`src/hdl/ohm_pkg.sv`:
```
// types and constants shared by the hash map controller and datapath
package ohm_pkg;

   localparam int unsigned KEY_W = 64;
   localparam int unsigned VALUE_W = 64;
   localparam int unsigned SIZE_W = 9;
   localparam int unsigned HASH_W = 32;

   typedef enum logic [1:0] {
      KIND_ADD    = 2'd0,
      KIND_REMOVE = 2'd1,
      KIND_GET    = 2'd2,
      KIND_CLEAR  = 2'd3
   } kind_type;

   typedef enum logic [1:0] {
      STATUS_OK       = 2'd0,
      STATUS_MISSING  = 2'd1,
      STATUS_FULL     = 2'd2,
      STATUS_RESERVED = 2'd3
   } status_type;

   typedef enum logic [1:0] {
      SLOT_EMPTY   = 2'd0,
      SLOT_USED    = 2'd1,
      SLOT_DELETED = 2'd2,
      SLOT_UNUSED  = 2'd3
   } slot_type;

   typedef enum logic [3:0] {
      ST_IDLE,
      ST_SWEEP,
      ST_CLEAR,
      ST_HASH,
      ST_MOD,
      ST_READ,
      ST_WAIT,
      ST_CHECK,
      ST_RESP
   } state_type;

   typedef struct packed {
      logic [1:0]         kind;
      logic [KEY_W-1:0]   key_high;
      logic [KEY_W-1:0]   key_low;
      logic [VALUE_W-1:0] entry_value;
   } req_type;

   typedef struct packed {
      logic [1:0]         status;
      logic [VALUE_W-1:0] found_value;
   } rsp_type;

   // controller to datapath
   typedef struct packed {
      logic load_req;
      logic hash_start;
      logic mod_step;
      logic probe_init;
      logic probe_next;
      logic sweep_init;
      logic sweep_next;
      logic sweep_write;
      logic write_add;
      logic write_delete;
      logic set_result;
      logic [1:0] result_status;
      logic take_value;
   } cmd_type;

   // datapath to controller
   typedef struct packed {
      logic [1:0] kind;
      logic mod_done;
      logic sweep_last;
      logic probe_last;
      logic [1:0] slot_state;
      logic key_match;
   } stat_type;

endpackage

```
`src/hdl/ohm_ctrl.sv`:
```
// controller state machine for the hash map
module ohm_ctrl (
   input  logic                  clock,
   input  logic                  reset,
   input  logic                  req_valid,
   output logic                  req_ready,
   output logic                  rsp_valid,
   input  logic                  rsp_ready,
   input  ohm_pkg::stat_type     stat,
   output ohm_pkg::cmd_type      cmd
);

   ohm_pkg::state_type state_ff, state_in;

   always_ff @(posedge clock) begin
      if (reset) begin
         state_ff <= ohm_pkg::ST_SWEEP;
      end else begin
         state_ff <= state_in;
      end
   end

   always_comb begin
      state_in = state_ff;
      cmd = '0;
      req_ready = 1'b0;
      rsp_valid = 1'b0;
      unique case (state_ff)
         ohm_pkg::ST_IDLE: begin
            req_ready = 1'b1;
            if (req_valid) begin
               cmd.load_req = 1'b1;
               state_in = ohm_pkg::ST_HASH;
            end
         end
         ohm_pkg::ST_SWEEP: begin
            cmd.sweep_write = 1'b1;
            cmd.sweep_next = 1'b1;
            if (stat.sweep_last) begin
               state_in = ohm_pkg::ST_IDLE;
            end
         end
         ohm_pkg::ST_CLEAR: begin
            cmd.sweep_write = 1'b1;
            cmd.sweep_next = 1'b1;
            if (stat.sweep_last) begin
               state_in = ohm_pkg::ST_RESP;
            end
         end
         ohm_pkg::ST_HASH: begin
            cmd.hash_start = 1'b1;
            cmd.sweep_init = 1'b1;
            if (stat.kind == ohm_pkg::KIND_CLEAR) begin
               state_in = ohm_pkg::ST_CLEAR;
               cmd.set_result = 1'b1;
               cmd.result_status = ohm_pkg::STATUS_OK;
            end else begin
               state_in = ohm_pkg::ST_MOD;
            end
         end
         ohm_pkg::ST_MOD: begin
            cmd.mod_step = 1'b1;
            if (stat.mod_done) begin
               cmd.probe_init = 1'b1;
               state_in = ohm_pkg::ST_READ;
            end
         end
         ohm_pkg::ST_READ: begin
            state_in = ohm_pkg::ST_WAIT;
         end
         ohm_pkg::ST_WAIT: begin
            state_in = ohm_pkg::ST_CHECK;
         end
         ohm_pkg::ST_CHECK: begin
            state_in = ohm_pkg::ST_RESP;
            cmd.set_result = 1'b1;
            if (stat.kind == ohm_pkg::KIND_ADD) begin
               if (stat.slot_state != ohm_pkg::SLOT_USED) begin
                  cmd.write_add = 1'b1;
                  cmd.result_status = ohm_pkg::STATUS_OK;
               end else if (stat.probe_last) begin
                  cmd.result_status = ohm_pkg::STATUS_FULL;
               end else begin
                  cmd.set_result = 1'b0;
                  cmd.probe_next = 1'b1;
                  state_in = ohm_pkg::ST_READ;
               end
            end else begin
               if (stat.slot_state == ohm_pkg::SLOT_EMPTY) begin
                  cmd.result_status = ohm_pkg::STATUS_MISSING;
               end else if (stat.slot_state == ohm_pkg::SLOT_USED && stat.key_match) begin
                  cmd.result_status = ohm_pkg::STATUS_OK;
                  cmd.write_delete = (stat.kind == ohm_pkg::KIND_REMOVE);
                  cmd.take_value = (stat.kind == ohm_pkg::KIND_GET);
               end else if (stat.probe_last) begin
                  cmd.result_status = ohm_pkg::STATUS_MISSING;
               end else begin
                  cmd.set_result = 1'b0;
                  cmd.probe_next = 1'b1;
                  state_in = ohm_pkg::ST_READ;
               end
            end
         end
         ohm_pkg::ST_RESP: begin
            rsp_valid = 1'b1;
            if (rsp_ready) begin
               state_in = ohm_pkg::ST_IDLE;
            end
         end
         default: begin
            state_in = ohm_pkg::ST_IDLE;
         end
      endcase
   end

endmodule

```
`config.mk`:
```
export PLATFORM = sky130hd
export DESIGN_NAME = ohm_ctrl
export DESIGN_NICKNAME = d
export VERILOG_FILES = /design/src/hdl/ohm_pkg.sv /design/src/hdl/ohm_ctrl.sv
export SDC_FILE = /design/constraint.sdc
export NUM_CORES = 1
export LEC_CHECK = 0
export ABC_AREA = 1
export BUFFER_PORTS_ARGS = -buffer_cell sky130_fd_sc_hd__buf_4
export CORE_AREA = 2 2 39 41
export DETAILED_ROUTE_END_ITERATION = 10
export DIE_AREA = 0 0 41 43
export PLACE_DENSITY = 0.74
export SYNTH_ARGS = -nofsm -noshare
export SYNTH_HDL_FRONTEND = slang
export SYNTH_SLANG_ARGS = --single-unit
```
`constraint.sdc`:
```
create_clock -name clock -period 1.2 [get_ports clock]
set_input_delay 0.24 -clock clock [delete_from_list [all_inputs] [get_ports clock]]
set_output_delay 0.24 -clock clock [all_outputs]
set_load 0.005 [all_outputs]
```
======== Yosys cells after proc, flatten, opt, wreduce, memory -nomap -nowiden ========
Index checks and enable logic that the tools add are counted.
storage, ports and cells
  memories kept ........................... 0
  input bits .............................. 12
  logic and storage cells ................. 72
  output and inout bits ................... 16
  latch bits .............................. 0
  bits in writable memories ............... 0
  bits in read-only memories .............. 0
  flip-flop bits (word level) ............. 4
operators by class
  add/sub/neg operators ................... 0
  equal/unequal tests ..................... 18
  multipliers ............................. 0
  bitwise operators ....................... 0
  divide/modulo/power cells ............... 0
  mux-type cells .......................... 47
  $lt $le $gt $ge ......................... 0
  shifts and indexed selects .............. 0
  reduce and logical (&&, ||, !) cells .... 6
operators with widths
  cell                                           count
  two-way mux 4 bit                              10
  one-hot mux 4 bit (9 select lines)             1
  two-way mux 1 bit                              26
  == test 4 x 3 -> 1 bit, second input constant  4
  two-way mux 2 bit                              6
  != test 2 bit, second input constant           5
  two-way mux 3 bit                              3
  == test 4 x 2 -> 1 bit, second input constant  2
  one-hot mux 3 bit (2 select lines)             1
  AND reduction 5 bit                            1
  == test 2 x 1 -> 1 bit, second input constant  2
  == test 2 bit, second input constant           2
  == test 4 x 1 -> 1 bit, second input constant  1
  == test 4 bit, second input constant           1
  zero test 2 bit                                2
  zero test 4 bit                                1
  != test 2 x 1 -> 1 bit, second input constant  1
  OR reduction 2 bit                             1
  logical AND 1 bit                              1

======== Depth between registers and ports, before layout ========
Gate-level depths: netlist of the first run.
  depth in word-level cells ............... 6
  mapped depth ............................ 8
  mapped depth without buffers ............ 8

======== Least setup slack after synthesis of the first run ========
OpenSTA, ideal clock, no wires.
  kind .................................... flip-flop to output port
  from .................................... reg state_ff[2]
  to ...................................... out cmd[0] (netlist bit)
  slack ................................... 0.002 ns
  required time ........................... 0.960 ns
  cell stages (with the launch flop) ...... 5
  path buffers ............................ 0
  arrival time ............................ 0.958 ns
  path through ............................ dfxtp_1 nand2_4 nor2_2 inv_1 nor4_1
RTL lines
  what                    RTL line        text
  start, declared         ohm_ctrl.sv:13  ohm_pkg::state_type state_ff, state_in;
  start signal, assigned  ohm_ctrl.sv:17  state_ff <= ohm_pkg::ST_SWEEP;
  start signal, assigned  ohm_ctrl.sv:19  state_ff <= state_in;
  end, declared           ohm_ctrl.sv:10  output ohm_pkg::cmd_type cmd

==> results of run 1 <==
worst max-delay path: stages (launching register included):
cell and delay (ns):
dfxtp_2 0.35, buf_4 0.12, nand2_4 0.05, nor2_4 0.12, inv_4 0.08, nor3_2 0.17
buf_4 0.14
timing repair:
| action | 4_1_cts | 5_1_grt |
|---|---|---|
| cloned | 0 | 0 |
| endpoints found under the setup margin | 19 | 20 |
| gates resized for setup | 25 | 22 |
| hold buffers | 0 | 0 |
| buffers inserted | 10 | 2 |
| pin swaps | 11 | 11 |
cells by family after synthesis:
logic type	Yosys count	synth area share
AND/OR/NAND/NOR	52	0.569
flip-flops	4	0.162
AO/OA/AOI/OAI	7	0.0863
buffers and inverters	22	0.183
worst paths after layout:
| path | end | start | cells after the start | slack (ns) |
|---|---|---|---|---|
| max | cmd[1] | state_ff[2]$_SDFFE_PP0P_ | 6 | -0.31 |
| min | state_ff[1]$_SDFFE_PP0P_ | reset | 2 | 0.18 |
| max reg2reg | state_ff[3]$_SDFFE_PP0P_ | state_ff[2]$_SDFFE_PP0P_ | 10 | -0.22 |
| min reg2reg | state_ff[1]$_SDFFE_PP0P_ | state_ff[0]$_SDFFE_PP1P_ | 4 | 0.69 |
routing by layer:
| metal | global-route usage | up-vias |
|---|---|---|
| met5 | 0 | - |
| met4 | 0.0400 | 0 |
| met3 | 0.0314 | 2 |
| met2 | 0.388 | 20 |
| met1 | 0.277 | 384 |
| li1 | - | 381 |
stage by stage:
step	util	setup WS, ns	hold WS [ns]	instances
2_1_floorplan	-	0.00155	0.302	85
3_3_place_gp	0.593	-0.0516	0.421	142
3_5_place_dp	0.593	-0.0764	0.428	142
4_1_cts	0.725	-0.283	0.173	155
5_1_grt	0.805	-0.356	0.181	157
6_report	0.805	-0.308	0.185	157
placed cells by master, fill, tap and decap left out, drive strengths merged:
master	instances
clkbuf	3
nand2	21
nor2	12
buf	55
nand4	2
nand3	10
o21ai	2
nor4	4
inv	20
dfxtp	4
nor3	3
a21oi	5
power by group:
group / internal [mW] / switching, mW / leakage [nW]
registers: 0.158 / 0.0192 / 0.0339
clock network: 0.112 / 0.0522 / 0.0138
logic: 0.408 / 0.398 / 0.523
total: 0.678 / 0.469 / 0.571
layout make-up:
type | instances | share of cell area
timing repair buffer | 55 | 0.411
multi-input combinational | 59 | 0.393
tap | 16 | 0.0180
inverter | 20 | 0.0809
clock buffer | 3 | 0.0202
sequential | 4 | 0.0764
==> out/qor.yml, run 1 <==
pin_count: 28
firstDrtPassIters: 4
antenna_found_initial: 0
drv_slew: 0
hold_violations: 0
cts_buffers: 3
die_y_um: 43
grt_overflow: 0
drive_above_1_share: 0.652
worstSetupPathType: "flip-flop to output port"
cts.path.max_buffers: 2
async_flop_share: 0
cts-root-buf: "clkbuf_4"
grt_max_degree: 7
grt_usage: 0.223
top_layer_used: "met4"
min_period_over_period: 1.26
startpoint_type: "flip-flop"
slew_headroom: 0.800
cts_tree: "built"
hp-class: "input pin to flip-flop"
cts.reportedPaths.clkPinSlew_ns: 0.04
yosys.area.top_type_share: 0.162
syn_nets: 97
synth_area_leaders: "dfxtp_1 16%, nand2_1 14%, inv_1 12%, nand3_1 9.1%, nor2_4 6.9%"
place_congestion: 0.852
setup_viol: 20
syn_area_um2: 493
worst_skew_pair.late_latency_ns: 0.23
ys_warn_count: 0
skew_ns: 0.00650
detail-route-antenna-nets: 0
cp_max_fo: 5
fillerInstances: 88
wl_met2_um: 1100
dpl_cell_area_um2: 821
peakVddDrop_v: 0.000867
multiInputGateArea_um2: 438
synth-main-ff-cell: "dfxtp_1"
worstMarginPinSlew_ns: 0.298
via_per_inst: 5.01
port_buffers: 27
grt_pass1_vias: 682
drc: 0
die_x_um: 41
core_area_um2: 1380
n_antenna_cell: 0
die_area_um2: 1760
total_power_mw: 1.15
syn_area_per_cell_um2: 5.80
cellLeakagePower_nw: 0.571
clock_sinks: 4
yosysTopAreaCell: "dfxtp_1"
vias: 787
synth.distinct_cells: 18
synth-edff-count: 0
yosysSeqAreaShare: 0.162
powerDensity_nw_per_um2: 1030
ys_ff_latch: 4
final_area_um2: 1110
htreeDepth: 1
nets: 155
worstPathRequired_ns: 0.96
setup_slack_ns: -0.308
rsz0062_at_grt: "true"
dp_hpwl_um: 1220
drt-met1-wl_um: 955
reg_top3: "state_ff: 4 flops"
seqCellArea_um2: 85.1
area_delta_synth_final_pct: 126
wl_met3_um: 56
synth_cells: 85
cp_data_arrival_time_ns: 1.27
drt_first_iter_violations: 23
finalSetupTns_ns: -4.27
final.min_clock_period_ns: 1.51
avgRoutedWirePerCell_um: 13.5
violations: "negative setup slack"
wl_um: 2130
crit_path_end_kind: "output port"
grt_pass1_wl_um: 2740
netlist_top_cells_count: "19 x nand2_1, 16 x inv_1, 9 x nand3_1"
floorplan.initialDensity: 0.356
outcome: "finished with violations"
yosysMostFrequentCell: "nand2_1"
largest_reg_flops: 4
max_freq_ghz: 0.663
row_count: 14
top_register: "state_ff"
cap_violations: 0
(Power assumes the default switching activity.)
==> run 2: changes to the inputs <==
==> constraint.sdc (replaced) <==
create_clock -name clock -period 1.41 [get_ports clock]
set_input_delay 0.282 -clock clock [delete_from_list [all_inputs] [get_ports clock]]
set_output_delay 0.282 -clock clock [all_outputs]
set_load 0.005 [all_outputs]
==> run 2 against run 1 <==
Net effect:
- the run still ends with negative setup slack left
- clock power shrank 13%
- critical path depth increased by 1
- via count decreased by 9.9%
- die area is the same
- combinational power down 43%
- flip-flop and latch count is the same
- first-iteration DRC count fell by 13%
- core utilization down 15 points
- final area is 19% lower
- largest power group unchanged
- highest routed layer unchanged
==> out/qor.yml, run 2 (synthesis gave the netlist of run 1 again) <==
worst_skew_pair.late_latency_ns: 0.24  # about the same
setup_slack_ns: -0.0950  # +0.213 ns
finalSetupTns_ns: -0.512  # +3.76 ns
crit_start: "state_ff[3]$_SDFFE_PP0P_"
cap_violations: 0  # unchanged
cts_tree: "built"
n_antenna_cell: 0  # unchanged
slew_headroom: 0.794  # -0.00614
final.min_clock_period_ns: 1.51
port_buffers: 27  # unchanged
cts_buffers: 3  # unchanged
die_y_um: 43  # unchanged
core_area_um2: 1380  # unchanged
reg_top3: "state_ff: 4 flops"
nets: 139  # -10%
worstMarginPinSlew_ns: 0.307  # +0.00889 ns
max_freq_ghz: 0.664
rsz0062_at_grt: "true"
grt_max_degree: 8  # +1
hp-start: "reset"
clock_sinks: 4  # unchanged
cp_data_arrival_time_ns: 1.22  # -0.05 ns
seqPwrFrac: 0.209  # +0.054
place_inst: 130  # -8.5%
dp_hpwl_um: 1100  # -9.8%
firstDrtPassIters: 4  # unchanged
drt_first_iter_violations: 20  # -13%
die_area_um2: 1760  # unchanged
total_power_mw: 0.760  # -34%
powerDensity_nw_per_um2: 843  # -18%
pin_count: 28  # unchanged
cellLeakagePower_nw: 0.466  # -18%
grt_pass1_vias: 604  # -11%
switching_share: 0.424  # +0.0148
cts.reportedPaths.clkPinSlew_ns: 0.04  # about the same
floorplan.initialDensity: 0.356  # unchanged
grt_overflow: 0  # unchanged
hp-class: "input pin to flip-flop"
drv_slew: 0  # unchanged
peakVddDrop_v: 0.000761  # -12%
worst_r2r_path_depth: 10  # unchanged
avgRoutedWirePerCell_um: 12.5  # -7.5%
cts.path.max_buffers: 2  # unchanged
top_register: "state_ff"
crit_path_end_kind: "output port"
grt_pass1_wl_um: 2300  # -16%
cts-root-buf: "clkbuf_4"
largest_reg_flops: 4  # unchanged
internal-power_mw: 0.438  # -35%
row_count: 14  # unchanged
min_period_over_period: 1.07
startpoint_type: "flip-flop"
reg2reg_from: "state_ff[3]$_SDFFE_PP0P_"
worstPathRequired_ns: 1.13  # +0.17 ns
drc: 0  # unchanged
power_switching_mw: 0.322  # -31%
die_x_um: 41  # unchanged
violations: "negative setup slack"
ctsHoldBuffers: 0  # unchanged
htreeDepth: 1  # unchanged
area_delta_synth_final_pct: 82.7
worstSetupPathType: "flip-flop to output port"
drive_above_1_share: 0.592  # -0.0605
fin_cells: 141  # -10%
skew_ns: 0.00864  # +0.00214 ns
most-common-layout-cells: "35 x buf_4, 17 x nand2_1, 14 x inv_1"
antenna_found_initial: 0  # unchanged
vias: 709  # -9.9%
comb_power_share: 0.602  # -0.101
place_congestion: 0.875  # +2.8%
setup_viol: 10  # -50%
via_per_inst: 5.03  # +0.31%
layout.cells.most_common: "buf_4"
grt_usage: 0.192  # -0.0313
hold_depth: 2  # unchanged
cp_max_fo: 3  # -2
outcome: "finished with violations"
hold_violations: 0  # unchanged
detail-route-antenna-nets: 0  # unchanged
wl_um: 1770  # -17%
clockPowerShare: 0.189  # +0.046
run 2: layout make-up:
class / instances / area (um^2)
inverter: 20 / 75.1
timing repair buffer: 39 / 308
multi-input combinational: 59 / 388
sequential: 4 / 87.6
clock buffer: 3 / 22.5
tap: 16 / 20.0
fill: 111 / 483
run 2: repair_timing:
item / in CTS / in global routing
hold endpoints to repair: 0 / 0
resized for setup: 18 / 7
pin swaps: 3 / 4
buffers inserted: 5 / 3
cloned: 0 / 0
endpoints found under the setup margin: 15 / 15
run 2: power groups by stage:
stage | clock, mW | combinational [mW] | sequential [mW]
detailed placement | 0 | 0.368 | 0.153
finish | 0.143 | 0.458 | 0.159
CTS | 0.150 | 0.410 | 0.158
global placement | 0 | 0.360 | 0.152
global route | 0.157 | 0.493 | 0.158
floorplan | 0 | 0.230 | 0.150
run 2: final timing paths:
kind	endpoint	slack (ns)
max	cmd[3]	-0.1
min	state_ff[3]$_SDFFE_PP0P_	0.21
max reg2reg	state_ff[1]$_SDFFE_PP0P_	0.01
min reg2reg	state_ff[1]$_SDFFE_PP0P_	0.61
run 2: per-stage QoR:
stage	hold slack (ns)	worst slack (ns)	utilization	instance area, um^2
global route	0.207	-0.157	0.651	901
CTS	0.208	-0.115	0.613	848
finish	0.214	-0.0950	0.651	901
floorplan	0.344	0.170	-	493
detailed placement	0.467	-0.00906	0.528	731
global placement	0.463	0.0702	0.528	731
run 2: critical path, stage by stage, from the launching register on:
cell     delay (ns)
dfxtp_2        0.32
buf_6          0.11
nor2_4         0.11
inv_2          0.07
nor2_4         0.11
nand3_2        0.09
nand2_1        0.08
buf_4          0.10
run 2: routing by layer:
layer / GRT usage / wire length (um) / up-vias
met5: 0 / 0 / -
met4: 0.0533 / 27 / 0
met3: 0.0628 / 102 / 6
met2: 0.350 / 938 / 28
met1: 0.190 / 697 / 327
li1: - / - / 348
